## src/hw/rtl/scacc_ram.sv

```systemverilog
`default_nettype none
module scacc_ram #(
	parameter int unsigned WIDTH = 8,
	parameter int unsigned DEPTH = 16,
	localparam int unsigned AW = (DEPTH > 1) ? $clog2(DEPTH) : 1
) (
	input  wire logic             clk,
	input  wire logic             we,
	input  wire logic [AW-1:0]    waddr,
	input  wire logic [WIDTH-1:0] wdata,
	input  wire logic             re,
	input  wire logic [AW-1:0]    raddr,
	output logic      [WIDTH-1:0] rdata
);

	logic [WIDTH-1:0] mem [DEPTH];

	always_ff @(posedge clk) begin
		if (we) begin
			mem[waddr] <= wdata;
		end
		if (re) begin
			rdata <= mem[raddr];
		end
	end

endmodule
`default_nettype wire

```

## config.mk

```make
export PLATFORM = sky130hd
export DESIGN_NAME = scacc_ram
export DESIGN_NICKNAME = d
export VERILOG_FILES = /design/src/hw/rtl/scacc_ram.sv
export SDC_FILE = /design/constraint.sdc
export NUM_CORES = 1
export LEC_CHECK = 0
export ABC_CLOCK_PERIOD_IN_PS = 1600
export BUFFER_PORTS_ARGS = -buffer_cell sky130_fd_sc_hd__buf_2
export CAP_MARGIN = 5
export CORE_MARGIN = 2
export CORE_UTILIZATION = 47
export DETAILED_ROUTE_END_ITERATION = 8
export GPL_ROUTABILITY_DRIVEN = 0
export GPL_TIMING_DRIVEN = 0
export PLACE_DENSITY = 0.64
export SLEW_MARGIN = 20
export SYNTH_ARGS = -nofsm -noshare
export SYNTH_HDL_FRONTEND = slang
export SYNTH_SLANG_ARGS = --single-unit
export TNS_END_PERCENT = 30
```

## constraint.sdc

```tcl
create_clock -name clk -period 1.6 [get_ports clk]
set_clock_uncertainty 0.1 [all_clocks]
set_input_delay 0.08 -clock clk [delete_from_list [all_inputs] [get_ports clk]]
set_output_delay 0.08 -clock clk [all_outputs]
set_load 0.01 [all_outputs]
```

Word level (Yosys, flattened, before mapping) --
Memory sizes are Yosys's and may differ from the RTL's. A register that Yosys moved wholly into a read port is not among the register bits. Cells that the tools add are included.
Storage, ports and cells: memories kept 1, RAM bits 128, output and inout port bits 8, word-level logic and storage cells 3, bits in registers 0
Memories:
- mem | depth 16, width 8, read ports 1, clocked after Yosys merged registers in 1, write ports 1, RTL line 16 | logic [WIDTH-1:0] mem [DEPTH];
Operators by class: mux-type cells 2
Operator list (count):
- $mux 1 | 2

Longest topological paths before layout --
depth after elaboration 2, mapped depth 5, depth with buffers taken out 3

Least setup slack after synthesis --
No wires, ideal clock.
path kind in2reg, start point input port waddr[2], end point memory mem[0][0] (enable), path buffers 0, arrival time 1.190 ns, slack -0.073 ns, cell stages on the path 2, cells stage by stage or3b_2 -> nor3_1
RTL lines:
- start: declaration | RTL line 9 | input wire logic [AW-1:0] waddr,
- end: declaration | RTL line 16
No word-level cell before the write port.

==> flow_metrics.env <==
export IMPL_hp_class="in -> reg"
export IMPL_grt_use_total_pct=18.5
export IMPL_dr_pass1_iters=4
export IMPL_diodes=0
export IMPL_cp_num_buf_inv=0
export IMPL_holdPathStages=4
export IMPL_critPathMaxFanout=1
export IMPL_worst_slack_ns=0.0282
export IMPL_final_nets=303
export IMPL_dieWidth_um=109
export IMPL_cts_buffers=17
export IMPL_leakage_nw=2.10
export IMPL_hold_viol_final=0
export IMPL_drive_gt1_share_pct=30.6
export IMPL_synth_most_common_cell="edfxtp_1"
export IMPL_root_buffer="clkbuf_8"
export IMPL_hold_slack_ns=0.0650
export IMPL_dp_cells=394
export IMPL_ioPinCount=27
export IMPL_instances_no_fill=437
export IMPL_outcome="finished clean"
export IMPL_netlist_top_cell_by_area="edfxtp_1"
export IMPL_io_buffers=25
export IMPL_min_period_ns=1.57
export IMPL_critPathMaxStageDelay_ns=0.56
export IMPL_met3_usage_pct=5.16
export IMPL_drt_iter0_drc=141
export IMPL_clkLatencyLatePin_ns=0.52
export IMPL_reg2reg_from="mem[5][0]$_DFFE_PP_"
export IMPL_overflow=0
export IMPL_cp_arrival_ns=1.74
export IMPL_synthFlopType="edfxtp_1"
export IMPL_grt_antenna_before_repair=0
export IMPL_synth_top_cell_area_share_pct=78.1
export IMPL_utilization_pct=57.9
export IMPL_cpMaxStageDelayCell="mux4_1"
export IMPL_syn_instance_count=229
export IMPL_drv_slew=0
export IMPL_cp_start_kind="register"
export IMPL_htreeDepth=4
export IMPL_path_cells="mux4_1, a22oi_2, nand2_1"
export IMPL_use_met1_pct=25.7
export IMPL_dieHeight_um=109
export IMPL_busiest_layer="met2"
export IMPL_synth_edf_count=136
export IMPL_crit_family="multiplexers"
export IMPL_start_util_pct=48.2
export IMPL_reg2reg_to="rdata[0]$_DFFE_PP_"
export IMPL_synth_area_leaders="edfxtp_1, mux4_2, mux4_1, a22oi_1, nor2_1"
export IMPL_grt_pass1_wl_mm=14.7
export IMPL_maxCapViolCount=0
export IMPL_syn_to_final_growth_pct=20.1
export IMPL_die_area_um2=12000
export IMPL_powerDensity_nw_per_um2=1330
export IMPL_synth_seq_cells=136
export IMPL_wl_per_cell_um=22.7
export IMPL_tightest_slew_ns=0.879
export IMPL_end_kind="register"
export IMPL_cts_buffer_depth=2
export IMPL_report_final_setup_viol=0
export IMPL_core_region_area_um2=10800
export IMPL_max_slew_margin_rel_pct=41.2
export IMPL_global_route_usage_met2_pct=28.0
export IMPL_synth_seq_area_share_pct=78.1
export IMPL_synth_warnings=0
export IMPL_post_dp_hpwl_mm=6.10
export IMPL_period_share_pct=98.2
export IMPL_synth_area_um2=5230
export IMPL_ir_worst_vdd_v=0.000564
export IMPL_syn_nets=248
export IMPL_drcViolationCount=0
export IMPL_clk_pin_slew_ns=0.06
export IMPL_max_freq_ghz=0.636
export IMPL_ys_top_cells_by_count="edfxtp_1, mux4_2, a22oi_1"
export IMPL_grt_max_degree=17
export IMPL_hold_end="rdata[7]$_DFFE_PP_"
export IMPL_grt_pass1_vias=2442
export IMPL_critical_path_class="reg -> reg"
export IMPL_async_flop_share_pct=0
export IMPL_vias=2445
export IMPL_reg2reg_depth=3
export IMPL_vias_per_cell=5.59
export IMPL_routed_wl_mm=9.93
export IMPL_power_total_w=0.00833
export IMPL_reg2reg_slack_ns=0.03
export IMPL_rsz0062_at_grt="true"
export IMPL_cts_tree="built"
export IMPL_worstPathRequired_ns=1.77
export IMPL_place_ws_ns=-0.316
export IMPL_synthDistinctLibCells=18
export IMPL_syn_area_per_cell_um2=22.8
export IMPL_cts_sinks=136
export IMPL_drtAntennaViolNets=0
export IMPL_hp_start="raddr[0]"
export IMPL_row_count=38
flip-flops by register name, summed over array words and instances, names as in the netlist:
name	count
mem	128
rdata	8
per-stage QoR:
stage | area (um2) | TNS [ns]
floorplan | 5230 | 0
global placement | 5530 | -16.01
detailed placement | 5550 | -9.66
CTS | 6270 | 0
global route | 6280 | -0.0305
finish | 6280 | 0
layer usage:
metal / vias up / wire length (um)
met5: - / 0
met4: 0 / 89
met3: 8 / 670
met2: 104 / 5030
met1: 1239 / 4130
li1: 1094 / -
worst max-delay path by stage:
stage / end / depth (start not counted) / slack [ns] / startpoint
after floorplan: rdata[1]$_DFFE_PP_ / 5 / 0.14 / raddr[0]
after global placement: mem[8][2]$_DFFE_PP_ / 3 / -0.43 / waddr[2]
after detailed placement: mem[3][1]$_DFFE_PP_ / 3 / -0.32 / waddr[2]
after CTS: rdata[1]$_DFFE_PP_ / 3 / 0.00005 / mem[6][1]$_DFFE_PP_
after global routing: rdata[0]$_DFFE_PP_ / 3 / -0.02 / mem[4][0]$_DFFE_PP_
final: rdata[0]$_DFFE_PP_ / 3 / 0.03 / mem[5][0]$_DFFE_PP_
cell usage in the layout (no fill, tap or decap), drive strengths merged, types with 2 or more instances in the layout:
master,n
nand3b,2
nand2b,2
clkdlybuf4s25,3
nor2,13
a22oi,16
bufinv,4
buf,32
mux4,32
nand2,9
dlygate4sd3,11
clkbuf,17
clkinv,9
edfxtp,136
clkinvlp,2
nor3,4
worst reg2reg max path, stage by stage, from the launching register on:
cell and delay [ns]:
edfxtp_1 0.35, mux4_1 0.56, a22oi_2 0.23, nand2_1 0.09
where the power goes:
group | switching [W] | internal [W]
sequential | 0.0000165 | 0.00402
combinational | 0.000235 | 0.000176
clock | 0.00139 | 0.00250
cell families after synthesis:
group | count (synthesis) | share of synthesized area [%]
muxes | 32 | 14.8
AOI/OAI and AO/OA | 16 | 2.30
and+or+nand+nor | 35 | 3.14
buffers and inverters | 10 | 1.65
DFF | 136 | 78.1
final cells by class:
cell class / instances / area (um2)
tap: 140 / 175
clock buffer: 17 / 414
multi-input combinational: 83 / 1100
clock inverter: 15 / 184
buffer: 10 / 86.3
fill: 759 / 4560
sequential: 136 / 4080
timing repair buffer: 36 / 235
repair_timing:
item	4_1_cts	5_1_grt
hold buffers	11	0
pin swaps	1	0
setup buffers	0	0
endpoints found under the setup margin	2	4
hold endpoints to repair	168	0
resized for setup	2	2
Note: power is estimated with default switching activity, not from simulation.
