[config.mk]
export PLATFORM = sky130hd
export DESIGN_NAME = scacc_div
export DESIGN_NICKNAME = d
export VERILOG_FILES = /design/src/hw/rtl/scacc_pkg.sv /design/src/hw/rtl/scacc_div.sv
export SDC_FILE = /design/constraint.sdc
export NUM_CORES = 1
export LEC_CHECK = 0
export ABC_AREA = 1
export BUFFER_PORTS_ARGS = -buffer_cell sky130_fd_sc_hd__buf_2
export CORE_ASPECT_RATIO = 2
export CORE_UTILIZATION = 59
export DETAILED_ROUTE_END_ITERATION = 12
export PLACE_DENSITY = 0.81
export SLEW_MARGIN = 40
export SYNTH_ARGS = -nofsm -noshare
export SYNTH_HDL_FRONTEND = slang
export SYNTH_SLANG_ARGS = --single-unit
[constraint.sdc]
create_clock -name clk -period 3 [get_ports clk]
set_input_delay 0.75 -clock clk [delete_from_list [all_inputs] [get_ports clk]]
set_output_delay 0.75 -clock clk [all_outputs]
set_load 0.05 [all_outputs]
[src/hw/rtl/scacc_pkg.sv]
`default_nettype none
package scacc_pkg;

	localparam int unsigned NUM_W = 38;
	localparam int unsigned DEN_W = 22;
	localparam int unsigned QUO_W = 17;

	localparam logic [2:0] CFG_PSEUDOCOUNT = 3'd0;
	localparam logic [2:0] CFG_MIN_DEPTH   = 3'd1;
	localparam logic [2:0] CFG_BAND_LOW    = 3'd2;
	localparam logic [2:0] CFG_BAND_HIGH   = 3'd3;
	localparam logic [2:0] CFG_MIN_GAP     = 3'd4;
	localparam logic [2:0] CFG_MAX_LOW     = 3'd5;
	localparam logic [2:0] CFG_ALLOW_NO_HI = 3'd6;
	localparam logic [2:0] CFG_ALLOW_NO_LO = 3'd7;

	localparam logic       OP_ACCUM   = 1'b0;
	localparam logic       OP_VERDICT = 1'b1;

	localparam logic [1:0] DIGIT_LOW  = 2'd0;
	localparam logic [1:0] DIGIT_HIGH = 2'd1;

	localparam logic [7:0] COUNT_MAX = 8'd255;

	typedef struct packed {
		logic [17:0]        min_high;
		logic signed [17:0] max_low;
		logic [23:0]        sum_high;
		logic [23:0]        sum_low;
		logic [7:0]         cnt_high;
		logic [7:0]         cnt_low;
		logic [7:0]         ld_cnt;
	} entry_t;

	localparam int unsigned ENTRY_W = $bits(entry_t);

	localparam entry_t ENTRY_CLEAR = '{
		min_high: 18'd131072,
		max_low:  -18'sd65536,
		sum_high: 24'd0,
		sum_low:  24'd0,
		cnt_high: 8'd0,
		cnt_low:  8'd0,
		ld_cnt:   8'd0
	};

	typedef struct packed {
		logic             start;
		logic [NUM_W-1:0] num;
		logic [DEN_W-1:0] den;
	} div_req_t;

endpackage
`default_nettype wire

[src/hw/rtl/scacc_div.sv]
`default_nettype none
module scacc_div (
	input  wire logic                           clk,
	input  wire logic                           arst_n,
	input  wire scacc_pkg::div_req_t            req,
	output logic                                done,
	output logic [scacc_pkg::QUO_W-1:0]         quo
);

	logic [scacc_pkg::NUM_W-1:0] rem_q;
	logic [scacc_pkg::NUM_W-1:0] dsh_q;
	logic [scacc_pkg::QUO_W-1:0] quo_q;
	logic [4:0]                  cnt_q;
	logic                        busy_q;
	logic                        done_q;
	logic                        fits;

	// Restoring division, one quotient bit per cycle, most significant first.
	assign fits = rem_q >= dsh_q;

	always_ff @(posedge clk) begin
		if (req.start) begin
			rem_q <= req.num;
			dsh_q <= {req.den, {(scacc_pkg::QUO_W-1){1'b0}}};
		end else if (busy_q) begin
			if (fits) begin
				rem_q <= rem_q - dsh_q;
			end
			quo_q <= {quo_q[scacc_pkg::QUO_W-2:0], fits};
			dsh_q <= dsh_q >> 1;
		end
	end

	always_ff @(posedge clk or negedge arst_n) begin
		if (!arst_n) begin
			busy_q <= 1'b0;
			done_q <= 1'b0;
			cnt_q  <= '0;
		end else begin
			done_q <= 1'b0;
			if (req.start) begin
				busy_q <= 1'b1;
				cnt_q  <= '0;
			end else if (busy_q) begin
				if (cnt_q == 5'(scacc_pkg::QUO_W - 1)) begin
					busy_q <= 1'b0;
					done_q <= 1'b1;
				end else begin
					cnt_q <= cnt_q + 5'd1;
				end
			end
		end
	end

	assign done = done_q;
	assign quo  = quo_q;

endmodule
`default_nettype wire

; ---- After elaboration in Yosys (flattened, before gate mapping)
; Cells that the tools add are included.
[word_totals]
out_inout_bits = 18
regBits = 100
input_bits = 63
[op_classes]
n_bitwise = 1
muxes = 14
n_eq_ne = 2
addsub = 2
reduce_logical = 5
magnitude_cmp = 1
[op_table]
columns = cell, count
row1 = $mux W38, 5
row2 = $ge A38 B38 Y1, 1
row3 = $sub A38 B38 Y38, 1
row4 = $mux W5, 3
row5 = $mux W1, 6
row6 = $reduce_and A2 Y1, 3
row7 = $add A5 B1 Y5 const B, 1
row8 = $eq A5 B5 Y1 const B, 1
row9 = $reduce_bool A2 Y1, 2
row10 = $ne A2 B2 Y1 const B, 1
row11 = $not A1 Y1, 1

; ---- Depth between registers and ports, before layout
; Gate-level depths: netlist (run 1).
[depth]
depth_word = 4
ltp_mapped = 15

; ---- Least setup slack after synthesis (run 1)
; OpenSTA, ideal clock, no wires.
[synth_timing]
kind = register to register
start = register rem_q[0] (netlist name)
end = register rem_q[0] (netlist name), enable pin
period_less_slack_ns = 2.748
setup_ns = 0.396
t_arrival_ns = 2.352
setup_slack_ns = 0.252
path_stages_with_launch = 13
n_path_buf = 0
cell_sequence = edfxtp_1 -> inv_1 -> ha_1 -> fa_1 -> inv_1 -> nand3_1 -> nand3_2 -> nand2_1 -> nand2_1 -> nand4_1 -> nand4_1 -> nand2_1 -> nand2_1
[synth_via]
elab_chain_cells = 3
[synth_rtl]
columns = element, line_no
row1 = "start, declared", scacc_div.sv:10  ; logic [scacc_pkg::NUM_W-1:0] rem_q;
row2 = "start signal, assigned", scacc_div.sv:23  ; rem_q <= req.num;
row3 = "start signal, assigned", scacc_div.sv:27  ; rem_q <= rem_q - dsh_q;
row4 = $ge A38 B38 Y1, scacc_div.sv:19  ; assign fits = rem_q >= dsh_q;
row5 = net fits, scacc_div.sv:16  ; logic fits;
row6 = $reduce_bool A2 Y1 (no source line), n/a
row7 = $reduce_and A2 Y1 (no source line), n/a
; The timed path passes the listed nets, and every way through them passes these cells.
; A chain may end at the register's enable or synchronous reset.

; ---- Final worst setup path (run 1)
[layout_timing]
start = register rem_q[0] (netlist name)
end = register rem_q[11] (netlist name), enable pin
; The elaborated chain is that of the path after synthesis.

==> summary.md, run 1 <==
| Metric | Value |
|---|---|
| Status | `completed` |
| Worst setup startpoint | `rem_q[0]` |
| Syn_nets | `1022` |
| Layout Nets | `1106` |
| Top cells by count, synth | `nand2_1 (316), inv_1 (154), edfxtp_1 (77), nor2_1 (62), nand3_1 (49)` |
| Vias in the first global route | `6347` |
| R2R Path End | `rem_q[11]` |
| Most numerous cell in the Yosys netlist | `nand2_1` |
| Post-synth top area share | `34.4%` |
| GRT Total Usage | `30.4%` |
| Yosys warning total | `0` |
| Final slew viol count | `0` |
| Total wire length | `17.2 mm` |
| Post CTS Setup Buffer Count | `0` |
| Final setup viols | `0` |
| Placer Congestion | `1.05` |
| Drt pass-1 iters | `5` |
| Vias per cell | `5.45` |
| Synth Cell Area | `6720 um^2` |
| Final hold vios | `0` |
| Critical Path RT | `3.00 ns` |
| Clk slew on worst S/H paths | `0.07 ns` |
| CP Launch Type | `register` |
| Port Buffer Count | `80` |
| Syn avg cell area | `7.32 um^2` |
| Initial antenna violation count | `0` |
| Worst Tran Pin Value | `0.601 ns` |
| Max Freq | `0.401 GHz` |
| CP endpoint | `rem_q[11]` |
| Clk_lat worst skew | `0.35 ns` |
| Final period util | `83.2%` |
| Type of the most critical hold path | `input port to asynchronous set/reset pin` |
| Routed WL per cell | `15.0 um` |
| Via count | `6253` |
| Leakage | `3.79 nW` |
| Rel. slew slack | `60.0%` |
| Crit path DAT | `2.50 ns` |
| Number of synthesized register bits | `100` |
| Seq/Total Area, Yosys | `41.8%` |
| Max-Cap Viols | `0` |
| First-pass GRT wire length | `27.8 mm` |
| TritonCTS buffer count | `9` |
| Worst R2R Path Depth | `13` |
| Worst r2r src | `rem_q[0]` |
| Final TNS setup | `0 ns` |
| Inserted Diodes | `0` |
| Initial DRC Count | `339` |
| Die Ht | `153 um` |
| Unrepaired setup endpoints after global routing | `false` |
| Yosys cell types | `29` |
| Worst Skew | `0.00969 ns` |
| WS Path Type | `register to register` |
| Final Util | `68.9%` |
| Detail Route Antenna Nets | `0` |
| Post_cts resized | `0` |
| Residual DRC count | `0` |
| CTS tree | `done` |
| Cts hold-fix bufs | `0` |
| Fillers | `962` |
| Synth Flop Type | `edfxtp_1` |
| Top cells by area, synth | `edfxtp_1 (34%), nand2_1 (18%), inv_1 (8.6%)` |
| P per Cell Area | `966 nW/um^2` |
| Htree depth | `3` |
| Top-level I/O count | `81` |
| Clock Sinks | `100` |
| Initial Utilization | `61.0%` |
| Critical Path Fanout Max | `25` |
| Share of cells above drive strength 1 | `14.4%` |
| Worst setup EP type | `register` |
| Async SR Flop Fraction | `7.00%` |
| Rows | `54` |
| VDD IR max | `0.569 mV` |
| R2R Setup Slk | `0.50 ns` |
| Cells after Synth | `918` |
| DP HPWL | `13.8 mm` |
| Root buf cell | `clkbuf_16` |
| Post-synthesis to final-layout area growth | `12.9%` |
| CORE AREA | `11000 um^2` |
| EDFF count, synth | `77` |
| Die ar. | `11800 um^2` |
| Total grt overflow | `0` |
| Chip width | `77.5 um` |
| Final min period | `2.50 ns` |
| Yosys top cell by area | `edfxtp_1` |
| Clock tree buffer depth | `2` |
| Largest net degree at the start of global routing | `54` |
-- worst min-delay path by stage --
stage / slack [ns] / cells after the start / end / from
2_1_floorplan: 0.43 / 1 / cnt_q[4] / cnt_q[4]
3_3_place_gp: 0.44 / 0 / quo[3] / quo[2]
3_5_place_dp: 0.43 / 0 / quo[14] / quo[13]
4_1_cts: 0.22 / 1 / done / arst_n
5_1_grt: 0.23 / 1 / cnt_q[3] / arst_n
6_report: 0.22 / 1 / cnt_q[3] / arst_n
-- critical path, cell delays in order, from the launching register on --
cell and delay (ns):
edfxtp_1 0.32, inv_1 0.04, ha_1 0.21, fa_1 0.36
inv_1 0.11, nand3_1 0.10, nand3_2 0.12, nand2_1 0.06
nand2_1 0.11, nand4_1 0.09, nand4_1 0.12, nand2_1 0.06
nand2_1 0.08, buf_4 0.36
-- area by class of cell --
class                   count  area [um^2]  share of cell area [%]
multi-input cells         645         3260                    42.9
repair buffers             89          480                    6.33
flip-flops and latches    100         2810                    37.0
well taps                 140          175                    2.31
clock inverters             5         36.3                   0.478
inverters                 157          589                    7.77
clock buffers              11          243                    3.20
-- logic make-up after synthesis --
kind of cell / synth area share, %
simple gates: 30.4
flops: 41.8
xor+xnor: 1.56
compound gates: 8.79
buf+inv: 9.76
fa+ha+maj: 7.75
-- stage by stage --
stage / std cells / hold WS, ns / cell area (um^2) / total power, mW / worst slack [ns]
final: 1147 / 0.223 / 7590 / 7.33 / 0.504
after global routing: 1147 / 0.226 / 7590 / 7.88 / 0.296
after CTS: 1147 / 0.222 / 7590 / 7.29 / 0.511
after detailed placement: 1131 / 0.432 / 7310 / 6.18 / 0.534
after global placement: 1131 / 0.437 / 7310 / 6.10 / 0.624
after floorplan: 918 / 0.433 / 6720 / 5.17 / 0.252
-- state kept, by name, indices dropped and copies added, names as in the netlist --
signal,flops
busy_q,1
cnt_q,5
done,1
dsh_q,38
quo,17
rem_q,38
-- placed cells by master, fill, tap and decap left out, types with 8 or more instances in the layout --
master,n
nand2_1,316
ha_1,40
xnor2_1,12
o21ai_1,9
nor3_1,8
buf_2,80
o22ai_1,15
clkbuf_16,9
inv_1,154
nand3_2,8
buf_4,8
nand2_2,13
nor2_2,9
nand3_1,49
a21oi_1,36
edfxtp_1,77
nor2_1,62
dfxtp_1,16
o21ai_0,42
-- report_power, final --
group	leakage [nW]	switching, mW	internal (mW)
sequential	1.02	0.119	1.95
clock	0.140	0.509	0.589
combinational	2.63	2.75	1.41
total	3.79	3.38	3.95
-- metal layers --
layer  vias to the layer above  wire length, um  track usage [%]
li1                       3093                -                -
met1                      2832             5720             26.6
met2                       237             9590             60.2
met3                        91              658             4.42
met4                         0             1250             21.0
met5                         -                0                0
(Power assumes the default switching activity.)
==> run 2: changes to the inputs <==
- clock period: 3 -> 2.3 ns (I/O delays scaled with it)
==> summary.md, run 2 (synthesized netlist as in run 1, its figures left out) <==
| Metric | Value |
|---|---|
| Drt pass-1 iters | `7` |
| Initial DRC Count | `405` |
| WS Path Type | `register to register` |
| Max-Cap Viols | `0` |
| Top-level I/O count | `81` |
| Initial antenna violation count | `0` |
| Initial Utilization | `61.0%` |
| First-pass GRT wire length | `29.2 mm` |
| Clock Sinks | `100` |
| CP cell instances | `ha_2 -> nand2_1 -> inv_2 -> nand3_1 -> nor3_2 -> nand4_1 -> nand4_1 -> nand2_1 -> nand2_4 -> buf_12` |
| Critical Path Fanout Max | `13` |
| Crit-path slowest cell | `ha_2` |
| CTS tree | `done` |
| Type of the most critical hold path | `input port to asynchronous set/reset pin` |
| Rows | `54` |
| Final period util | `100%` |
| Setup WS pre-CTS | `-0.00620 ns` |
| Largest net degree at the start of global routing | `44` |
| Dpl cells | `1142` |
| Final cell count without fillers | `1168` |
| Vias in the first global route | `6354` |
| Power Total | `11.2 mW` |
| GRT Total Usage | `32.3%` |
| Metal2 WL | `11.2 mm` |
| Post-synthesis to final-layout area growth | `23.6%` |
| Met1 WL | `6.60 mm` |
| Port Buffer Count | `80` |
| Largest delay contributor family on the critical path | `simple AND/OR/NAND/NOR gates` |
| Leakage | `3.95 nW` |
| Unrepaired setup endpoints after global routing | `true` |
| Total wire length | `20.0 mm` |
| Highest routed layer | `met4` |
| Total grt overflow | `0` |
| Die ar. | `11800 um^2` |
| Final Cell Area | `8310 um^2` |
| Crit path largest cell delay | `0.40 ns` |
| Routed WL per cell | `17.1 um` |
| TritonCTS buffer count | `9` |
| Final slew viol count | `0` |
| Clk_lat worst skew | `0.36 ns` |
| Final min period | `2.31 ns` |
| Worst Skew | `0.0123 ns` |
| DP HPWL | `14.6 mm` |
| Worst setup EP type | `register` |
| Rel. slew slack | `67.1%` |
| Vias per cell | `5.57` |
| Worst Tran Pin Value | `0.492 ns` |
| P per Cell Area | `1350 nW/um^2` |
| Failing checks | `setup timing` |
| Cts hold-fix bufs | `0` |
| Htree depth | `3` |
| Commonest non-fill, non-tap cells in the layout | `nand2_1 (305), inv_1 (152), buf_2 (80)` |
| Detail Route Antenna Nets | `0` |
| WL met3 | `774 um` |
| Clk slew on worst S/H paths | `0.07 ns` |
| Placer Congestion | `1.01` |
| Inserted Diodes | `0` |
| Via count | `6506` |
| Chip width | `77.5 um` |
| Final hold vios | `0` |
| Share of cells above drive strength 1 | `22.7%` |
| Root buf cell | `clkbuf_16` |
| Clock tree buffer depth | `2` |
| Placed inst area | `7420 um^2` |
| Crit path DAT | `2.38 ns` |
| Worst Path Buf+Inv | `2` |
| VDD IR max | `0.780 mV` |
| Final Util | `75.4%` |
| Final setup margin | `-0.0101 ns` |
| Max Freq | `0.433 GHz` |
| Critical Path RT | `2.37 ns` |
| CORE AREA | `11000 um^2` |
| Residual DRC count | `0` |
| Layout Nets | `1127` |
| Commonest non-fill, non-tap cell in the layout | `nand2_1` |
| CP Launch Type | `register` |
| Final setup viols | `21` |
| Die Ht | `153 um` |
| Status | `finished, violations left` |
## run 2: changes by cell type in the layout (fill, tap and decap cells not counted), sizes merged
cell,before,now
buf,89,108
clkbuf,11,14
clkinvlp,0,1
clkinv,4,2
## run 2: worst paths after layout
kind / from / end / slack [ns] / depth (start not counted)
worst max-delay path: rem_q[2] / rem_q[37] / -0.01 / 10
worst min-delay path: arst_n / cnt_q[2] / 0.03 / 1
worst max register to register: rem_q[2] / rem_q[37] / -0.01 / 10
worst min register to register: quo[15] / quo[16] / 0.45 / 0
max in group asynchronous: arst_n / cnt_q[0] / 2.10 / 1
min in group clk: quo[15] / quo[16] / 0.45 / 0
## run 2: stage by stage
step | TNS, ns | hold slack [ns]
5_1_grt | -2.02 | 0.0458
4_1_cts | 0 | 0.0412
2_1_floorplan | 0 | 0.279
6_report | -0.110 | 0.0349
3_5_place_dp | -0.186 | 0.416
3_3_place_gp | 0 | 0.411
## run 2: metal layers
layer | up-vias | GRT usage, %
met5 | - | 0
met4 | 0 | 24.5
met3 | 118 | 4.78
met2 | 277 | 62.1
met1 | 2983 | 29.1
li1 | 3128 | -
## run 2: layout make-up
class	count	area, um^2
Fill cell	825	2710
Timing Repair Buffer	110	698
Clock inverter	4	30.0
Clock buffer	12	268
Tap cell	140	175
Multi-Input combinational cell	645	3740
Sequential cell	100	2810
Inverter	157	589
## run 2: where the power goes
group | internal [mW] | switching (mW) | leakage (nW) | total (mW)
combinational | 2.68 | 4.13 | 2.78 | 6.82
clock | 0.835 | 0.705 | 0.144 | 1.54
sequential | 2.56 | 0.282 | 1.02 | 2.84
total | 6.08 | 5.12 | 3.95 | 11.2
## run 2: repair_timing
action	4_1_cts	5_1_grt
gates resized for setup	0	86
gates cloned	0	2
buffers inserted	2	6
pin swaps	0	12
endpoints found under the setup margin	35	48
